$ cat src/sv/swal_pkg.sv
// ----------------------------------------------------------------------------
// swal_pkg
// Shared types and constants of the sensor window alarm log.
// ----------------------------------------------------------------------------
`default_nettype none

package swal_pkg;

	localparam int MAX_RESULTS = 16;
	localparam int RCNT_W      = $clog2(MAX_RESULTS + 1);

	typedef enum logic [1:0] {
		OP_SET   = 2'd0,
		OP_CHECK = 2'd1,
		OP_READ  = 2'd2
	} op_t;

	typedef enum logic [1:0] {
		ST_IDLE,
		ST_EXEC,
		ST_READ
	} state_t;

	// input beat, first field in the highest bits
	typedef struct packed {
		logic [7:0]         max_entries;
		logic [31:0]        timestamp;
		logic signed [31:0] sample;
		logic signed [31:0] high_limit;
		logic signed [31:0] low_limit;
		logic [7:0]         sensor_num;
	} in_data_t;

	// output beat, padded to whole bytes
	typedef struct packed {
		logic [5:0]         pad;
		logic signed [31:0] entry_limit;
		logic signed [31:0] entry_value;
		logic [7:0]         entry_sensor;
		logic [31:0]        entry_time;
		logic               breach;
		logic               status;
	} out_data_t;

	typedef struct packed {
		logic signed [31:0] high_limit;
		logic signed [31:0] low_limit;
	} window_t;

	typedef struct packed {
		logic signed [31:0] limit;
		logic signed [31:0] value;
		logic [7:0]         sensor;
		logic [31:0]        time_stamp;
	} log_entry_t;

	localparam int IN_TDATA_W  = $bits(in_data_t);
	localparam int OUT_TDATA_W = $bits(out_data_t);
	localparam int WIN_W       = $bits(window_t);
	localparam int LOG_W       = $bits(log_entry_t);

endpackage

`default_nettype wire

$ cat src/sv/sensor_window_alarm_log_core.sv
// ----------------------------------------------------------------------------
// sensor_window_alarm_log_core
// Per-sensor alarm windows and a circular breach log with replay.
// ----------------------------------------------------------------------------
// channel  dir  tdata                                  tuser        tlast
// s_axis   in   sensor_num, low, high, sample, time,   op           -
//               max_entries
// m_axis   out  status, breach, time, sensor, value,   entry_valid  last result
//               limit
//
// Set, check and an empty read go through accept, then table lookup and
// update from the registered window RAM read. A read of n entries streams
// them from the log RAM's read port, one entry a cycle while the output is not stalled.
// Reset clears the armed flags, log write slot and entry count and handshake state at once.
// A stalled output holds the sequencer in place; no new beat is taken until
// the last result of the current one has entered the output register.
// ----------------------------------------------------------------------------
`default_nettype none

module sensor_window_alarm_log_core #(
	parameter int SENSOR_COUNT = 16,
	parameter int LOG_DEPTH    = 16
) (
	input  wire logic                                clk,
	input  wire logic                                arst_n,
	input  wire logic                                s_axis_tvalid,
	output logic                                     s_axis_tready,
	// sensor_num, low_limit, high_limit, sample, timestamp, max_entries
	input  wire logic [swal_pkg::IN_TDATA_W-1:0]     s_axis_tdata,
	// op
	input  wire logic [1:0]                          s_axis_tuser,
	output logic                                     m_axis_tvalid,
	input  wire logic                                m_axis_tready,
	// status, breach, entry_time, entry_sensor, entry_value, entry_limit, pad
	output logic      [swal_pkg::OUT_TDATA_W-1:0]    m_axis_tdata,
	// entry_valid
	output logic                                     m_axis_tuser,
	output logic                                     m_axis_tlast
);

	localparam int SID_W = (SENSOR_COUNT > 1) ? $clog2(SENSOR_COUNT) : 1;
	localparam int LW    = $clog2(LOG_DEPTH);
	localparam int CW    = $clog2(LOG_DEPTH + 1);
	localparam logic [7:0] SC8 = 8'(SENSOR_COUNT);
	localparam logic [LW-1:0] LAST_SLOT = LW'(LOG_DEPTH - 1);
	localparam logic [CW-1:0] DEPTH_C   = CW'(LOG_DEPTH);

	swal_pkg::in_data_t  in_d;
	swal_pkg::state_t    state_q, state_d;

	swal_pkg::op_t       op_q;
	logic [7:0]          id_q;
	logic [SID_W-1:0]    idx_q;
	logic                id_ok_q;
	logic signed [31:0]  low_q, high_q, sample_q;
	logic [31:0]         time_q;
	logic [7:0]          maxn_q;

	logic [SENSOR_COUNT-1:0] armed_q;
	logic [LW-1:0]       wslot_q;
	logic [CW-1:0]       held_q;
	logic [LW-1:0]       rptr_q;
	logic [swal_pkg::RCNT_W-1:0] rem_q;

	logic                ovalid_q, ouser_q, olast_q;
	swal_pkg::out_data_t odata_q;

	logic                accept, free;
	logic [7:0]          id_m1;
	logic                win_re;
	swal_pkg::window_t   win_rdata;
	swal_pkg::log_entry_t log_rdata, log_wdata;
	logic                win_we, log_we, log_re, arm;
	logic [LW-1:0]       log_raddr;
	logic                push, push_user, push_last;
	swal_pkg::out_data_t push_data;
	logic                rd_load, rd_adv;
	logic [7:0]          held8, n1;
	logic [swal_pkg::RCNT_W-1:0] n;
	logic [CW-1:0]       ws_ext, start_c;
	logic [LW-1:0]       start;
	logic [LW-1:0]       start_nxt, rptr_nxt, wslot_nxt;

	assign in_d   = swal_pkg::in_data_t'(s_axis_tdata);
	assign accept = s_axis_tvalid && s_axis_tready;
	assign free   = !ovalid_q || m_axis_tready;
	assign id_m1  = in_d.sensor_num - 8'd1;

	assign s_axis_tready = (state_q == swal_pkg::ST_IDLE);
	assign m_axis_tvalid = ovalid_q;
	assign m_axis_tdata  = odata_q;
	assign m_axis_tuser  = ouser_q;
	assign m_axis_tlast  = olast_q;

	// read count and oldest slot
	assign held8   = 8'(held_q);
	assign n1      = (maxn_q < held8) ? maxn_q : held8;
	assign n       = (n1 > 8'(swal_pkg::MAX_RESULTS)) ?
	                 swal_pkg::RCNT_W'(swal_pkg::MAX_RESULTS) : swal_pkg::RCNT_W'(n1);
	assign ws_ext  = CW'(wslot_q);
	assign start_c = (ws_ext >= held_q) ? (ws_ext - held_q) : (ws_ext + DEPTH_C - held_q);
	assign start   = start_c[LW-1:0];
	assign start_nxt = (start == LAST_SLOT) ? '0 : start + 1'b1;
	assign rptr_nxt  = (rptr_q == LAST_SLOT) ? '0 : rptr_q + 1'b1;
	assign wslot_nxt = (wslot_q == LAST_SLOT) ? '0 : wslot_q + 1'b1;

	assign win_re = accept;

	swal_ram #(
		.WIDTH(swal_pkg::WIN_W),
		.DEPTH(SENSOR_COUNT)
	) u_win_ram (
		.clk  (clk),
		.we   (win_we),
		.waddr(idx_q),
		.wdata(swal_pkg::window_t'({high_q, low_q})),
		.re   (win_re),
		.raddr(id_m1[SID_W-1:0]),
		.rdata(win_rdata)
	);

	swal_ram #(
		.WIDTH(swal_pkg::LOG_W),
		.DEPTH(LOG_DEPTH)
	) u_log_ram (
		.clk  (clk),
		.we   (log_we),
		.waddr(wslot_q),
		.wdata(log_wdata),
		.re   (log_re),
		.raddr(log_raddr),
		.rdata(log_rdata)
	);

	always_comb begin
		state_d = state_q;
		unique case (state_q)
			swal_pkg::ST_IDLE: begin
				if (accept) begin
					state_d = swal_pkg::ST_EXEC;
				end
			end
			swal_pkg::ST_EXEC: begin
				if (op_q == swal_pkg::OP_READ && n != '0) begin
					state_d = swal_pkg::ST_READ;
				end else if (free) begin
					state_d = swal_pkg::ST_IDLE;
				end
			end
			swal_pkg::ST_READ: begin
				if (free && rem_q == swal_pkg::RCNT_W'(1)) begin
					state_d = swal_pkg::ST_IDLE;
				end
			end
			default: state_d = swal_pkg::ST_IDLE;
		endcase
	end

	always_comb begin
		push      = 1'b0;
		push_user = 1'b0;
		push_last = 1'b1;
		push_data = '0;
		win_we    = 1'b0;
		arm       = 1'b0;
		log_we    = 1'b0;
		log_re    = 1'b0;
		log_raddr = start;
		rd_load   = 1'b0;
		rd_adv    = 1'b0;
		log_wdata = swal_pkg::log_entry_t'({win_rdata.high_limit, sample_q, id_q, time_q});
		unique case (state_q)
			swal_pkg::ST_EXEC: begin
				case (op_q)
					swal_pkg::OP_SET: begin
						push = 1'b1;
						push_data.status = !id_ok_q || (low_q > high_q);
						win_we = free && !push_data.status;
						arm    = win_we;
					end
					swal_pkg::OP_CHECK: begin
						push = 1'b1;
						push_data.status = !id_ok_q;
						if (id_ok_q && armed_q[idx_q]) begin
							if (sample_q > win_rdata.high_limit) begin
								push_data.breach = 1'b1;
								log_wdata.limit  = win_rdata.high_limit;
							end else if (sample_q < win_rdata.low_limit) begin
								push_data.breach = 1'b1;
								log_wdata.limit  = win_rdata.low_limit;
							end
						end
						if (push_data.breach) begin
							push_user              = 1'b1;
							push_data.entry_time   = time_q;
							push_data.entry_sensor = id_q;
							push_data.entry_value  = sample_q;
							push_data.entry_limit  = log_wdata.limit;
						end
						log_we = free && push_data.breach;
					end
					swal_pkg::OP_READ: begin
						if (n == '0) begin
							push = 1'b1;
						end else begin
							log_re  = 1'b1;
							rd_load = 1'b1;
						end
					end
					default: begin
						push = 1'b1;
						push_data.status = 1'b1;
					end
				endcase
			end
			swal_pkg::ST_READ: begin
				push      = 1'b1;
				push_user = 1'b1;
				push_last = (rem_q == swal_pkg::RCNT_W'(1));
				push_data.entry_time   = log_rdata.time_stamp;
				push_data.entry_sensor = log_rdata.sensor;
				push_data.entry_value  = log_rdata.value;
				push_data.entry_limit  = log_rdata.limit;
				log_raddr = rptr_q;
				rd_adv    = free;
				log_re    = free && !push_last;
			end
			default: begin
				push = 1'b0;
			end
		endcase
	end

	always_ff @(posedge clk or negedge arst_n) begin
		if (!arst_n) begin
			state_q  <= swal_pkg::ST_IDLE;
			armed_q  <= '0;
			wslot_q  <= '0;
			held_q   <= '0;
			ovalid_q <= 1'b0;
		end else begin
			state_q <= state_d;
			if (arm) begin
				armed_q[idx_q] <= 1'b1;
			end
			if (log_we) begin
				wslot_q <= wslot_nxt;
				if (held_q != DEPTH_C) begin
					held_q <= held_q + 1'b1;
				end
			end
			if (push && free) begin
				ovalid_q <= 1'b1;
			end else if (m_axis_tready) begin
				ovalid_q <= 1'b0;
			end
		end
	end

	// payload and item registers
	always_ff @(posedge clk) begin
		if (accept) begin
			op_q     <= swal_pkg::op_t'(s_axis_tuser);
			id_q     <= in_d.sensor_num;
			idx_q    <= id_m1[SID_W-1:0];
			id_ok_q  <= (in_d.sensor_num != 8'd0) && (in_d.sensor_num <= SC8);
			low_q    <= in_d.low_limit;
			high_q   <= in_d.high_limit;
			sample_q <= in_d.sample;
			time_q   <= in_d.timestamp;
			maxn_q   <= in_d.max_entries;
		end
		if (rd_load) begin
			rptr_q <= start_nxt;
			rem_q  <= n;
		end else if (rd_adv) begin
			if (log_re) begin
				rptr_q <= rptr_nxt;
			end
			rem_q <= rem_q - 1'b1;
		end
		if (push && free) begin
			odata_q <= push_data;
			ouser_q <= push_user;
			olast_q <= push_last;
		end
	end

endmodule

`default_nettype wire

$ cat src/sv/swal_ram.sv
// ----------------------------------------------------------------------------
// swal_ram
// Simple dual-port RAM, one write and one registered read port.
// ----------------------------------------------------------------------------
`default_nettype none

module swal_ram #(
	parameter int WIDTH = 32,
	parameter int DEPTH = 16
) (
	input  wire logic                                   clk,
	input  wire logic                                   we,
	input  wire logic [(DEPTH > 1 ? $clog2(DEPTH) : 1)-1:0] waddr,
	input  wire logic [WIDTH-1:0]                       wdata,
	input  wire logic                                   re,
	input  wire logic [(DEPTH > 1 ? $clog2(DEPTH) : 1)-1:0] raddr,
	output logic      [WIDTH-1:0]                       rdata
);

	logic [WIDTH-1:0] mem_q [DEPTH];

	always_ff @(posedge clk) begin
		if (we) begin
			mem_q[waddr] <= wdata;
		end
		if (re) begin
			rdata <= mem_q[raddr];
		end
	end

endmodule

`default_nettype wire

$ cat config.mk
export PLATFORM = sky130hd
export DESIGN_NAME = sensor_window_alarm_log_core
export DESIGN_NICKNAME = d
export VERILOG_FILES = /design/src/sv/swal_pkg.sv /design/src/sv/sensor_window_alarm_log_core.sv /design/src/sv/swal_ram.sv
export SDC_FILE = /design/constraint.sdc
export NUM_CORES = 2
export LEC_CHECK = 0
export BUFFER_PORTS_ARGS = -buffer_cell sky130_fd_sc_hd__buf_2
export CAP_MARGIN = 5
export CORE_MARGIN = 2
export CORE_UTILIZATION = 47
export DETAILED_ROUTE_END_ITERATION = 10
export PLACE_DENSITY = 0.68
export REMOVE_ABC_BUFFERS = 1
export SKIP_CTS_REPAIR_TIMING = 1
export SYNTH_ARGS = -nofsm -noshare
export SYNTH_HDL_FRONTEND = slang
export SYNTH_SLANG_ARGS = --single-unit
$ cat constraint.sdc
create_clock -name clk -period 17.31 [get_ports clk]
set_input_delay 1.731 -clock clk [delete_from_list [all_inputs] [get_ports clk]]
set_output_delay 1.731 -clock clk [all_outputs]
set_load 0.005 [all_outputs]
==> results.md <==
* Total power at 21.5 mW
* Clock skew at 0.0601 ns
* FF-to-FF path depth at 10
* Critical path class: register to register
* Worst-path clk slew at 0.06 ns
* GRT met3 Usage at 0.0386
* Top Usage Layer GRT: met2
* Crit-path leading delay family: simple AND/OR/NAND/NOR gates
* Final worst hold slack at 0.465 ns
* FMAX at 157 MHz
* Most common cell after layout, fill and taps aside: edfxtp_1
* Pre-CTS setup slack at 10.99 ns
* IO Pins at 266
* Type of destination of the critical path: register
* Worst slew pin tran at 1.36 ns
* Die X at 511 µm
* Distinct cells, synth at 63
* Post-synth EDFFs at 3124
* Placed instance area at 127000 µm²
* Routing usage on met1 at 0.309
* Worst setup margin at 10.96 ns
* Final ANT Viol Nets at 0
* Largest stage delay, worst path at 1.03 ns
* Avg Cell Area, Syn at 21.9 µm²
* Number of H-tree levels at 5
* Worst Path Max Fanout at 53
* Ys async rst share at 0.00888
* Crit path to: u_log_ram.mem_q[15][6]$_DFFE_PP_
* CP cell instances: ha_1 > nand4_1 > nor4_1 > a21boi_1 > o31a_1 > o221ai_2 > a31oi_2 > nand2_2 > nor2_4 > buf_4
* Area Growth Syn to Fin at 13.3%
* P_leak at 44.5 nW
* Final hold violation count at 0
* Initial DRC count at 6757
* Tmin final at 6.35 ns
* WL/cell at 30.3 µm
* Clk buf depth at 4
* Largest net degree at the start of global routing at 155
* Crit path launch: sample_q[11]$_DFFE_PP_
* Yosys warning count at 0
* Most frequent cells in the layout: edfxtp_1, mux4_2, clkbuf_16
* Routed WL at 291000 µm
* Worst EP arrival at 6.89 ns
* Die ar. at 262000 µm²
* Met2 usage at 0.356
* Max-Cap Viols at 0
* Worst Path Required at 17.85 ns
* Total global routing overflow at 0
* CP Depth at 10
* Core region area at 256000 µm²
* FP Rows at 186
* GPL Wtd Cong at 0.853
* Seq cells post-synth at 3152
* Design area at 137000 µm²
* Run status: complete, no violations
* Vias in the first global route at 59531
* Drt drc at 0
* Buf/Inv on CP at 1
* Sequential-to-total area share from yosys stat at 0.781
* DP HPWL at 157000 µm
* Root buf cell: clkbuf_16
* Critical path's slowest cell: nor2_4
* Layout Nets at 6244
* Worst hold path type: register to register
* Peak VDD IR at 0.000185 V
* Most used DFF post-synth: edfxtp_1
* Via density per instance at 6.11
* First-pass GRT wire length at 421000 µm
* Worst rel slew slack at 0.0834
* Clock sink count at 3152
* Fin. max-slew vios at 0
* Port Buf Inserts at 259
* CTS Buf Count at 331
* Share of cells above drive strength 1 at 0.268
* Initial DRT Pass Iterations at 6
* Tcrit/Tclk final at 0.367
* Worst reg2reg path startpoint: sample_q[11]$_DFFE_PP_
* Syn Inst Count at 5535
* Die height at 511 µm
* CTS tree: yes
* Antenna violations before repair at 21
* Starting Density at 0.472
* Routed vias at 58776
* Power per cell area at 157 nW/µm²
* All-layer global routing usage at 0.221
* Critical Path Start Type: register
* R2r endpoint: u_log_ram.mem_q[15][6]$_DFFE_PP_
* Final-report setup violation count at 0
* Reg-to-reg slack, setup at 10.96 ns
* Skew-Pair Late Insertion Delay at 0.96 ns
* RSZ-0062 raised after global routing: false
* Post-Syn Area at 121000 µm²
layout make-up:
class                           instances  area (µm²)
Antenna cell                            9        22.5
Clock buffer                          388        8550
Clock inverter                        192        1720
Fill cell                           19319      119000
Inverter                              118         443
Multi-Input combinational cell       1979       25200
Sequential cell                      3152       94500
Tap cell                             3384        4230
Timing Repair Buffer                  394        2440
synth_stat cells (28+ instances only):
cell type	number	share of area
a22o_1	72	0.0052
a211oi_1	112	0.0069
buf_1	36	0.0011
nor2_1	28	0.00087
ha_1	117	0.012
edfxtp_1	3124	0.78
and2_1	104	0.0054
a31oi_1	110	0.0057
a21oi_1	37	0.0015
nand2_1	286	0.0089
clkbuf_1	187	0.0058
mux4_2	740	0.14
dfrtp_1	28	0.0058
nand3_1	111	0.0046
buf_2	58	0.0024
inv_1	118	0.0037
mux2i_1	43	0.0036
worst min-delay path by stage:
stage	startpoint	endpoint	slack [ns]	depth (start not counted)
5_1_grt	armed_q[14]$_DFFE_PN0N_	armed_q[14]$_DFFE_PN0N_	0.48	1
3_5_place_dp	armed_q[14]$_DFFE_PN0N_	armed_q[14]$_DFFE_PN0N_	0.45	1
2_1_floorplan	armed_q[15]$_DFFE_PN0N_	armed_q[15]$_DFFE_PN0N_	0.42	1
6_report	armed_q[0]$_DFFE_PN0N_	armed_q[0]$_DFFE_PN0N_	0.46	1
3_3_place_gp	armed_q[15]$_DFFE_PN0N_	armed_q[15]$_DFFE_PN0N_	0.44	1
4_1_cts	armed_q[14]$_DFFE_PN0N_	armed_q[14]$_DFFE_PN0N_	0.46	1
power by group:
group | internal [mW] | switching, mW | total, mW | leakage, nW
clock network | 3.94 | 2.84 | 6.78 | 5.02
logic | 2.27 | 2.97 | 5.25 | 10.9
registers | 9.12 | 0.382 | 9.51 | 28.6
total | 15.3 | 6.19 | 21.5 | 44.5
stage by stage:
stage | util | instances | TNS [ns]
2_1_floorplan | - | 5249 | -2345.23
3_3_place_gp | 0.494 | 9022 | 0
3_5_place_dp | 0.494 | 9022 | 0
4_1_cts | 0.535 | 9602 | 0
5_1_grt | 0.535 | 9608 | 0
6_report | 0.535 | 9616 | 0
sequential cells by signal, indices dropped and copies added, names as in the netlist, 16 cells and up:
name and flops:
u_win_ram.mem_q 1024, u_log_ram.rdata 104, m_axis_tdata 106, high_q 32, time_q 32, armed_q 16
u_win_ram.rdata 64, low_q 32, sample_q 32, u_log_ram.mem_q 1664
kinds of logic (layout without fill, tap and decap cells):
kind of cell             after synthesis  in the layout  share of synthesized area
flip-flops                          3152           3152                      0.781
multiplexers                         793            793                      0.142
AND/OR/NAND/NOR                      632            632                     0.0251
AO/OA/AOI/OAI                        414            414                     0.0246
buffers and inverters                409           1092                     0.0137
adder cells (fa/ha/maj)              118            118                     0.0123
XOR/XNOR                              16             16                    0.00116
other                                  1             15                  0.0000310
per-layer routing:
layer	share of wire	vias to the layer above
li1	-	24003
met1	0.40	31530
met2	0.48	2714
met3	0.081	517
met4	0.033	12
met5	0.00022	-
Power figures use the tool's default switching activity.
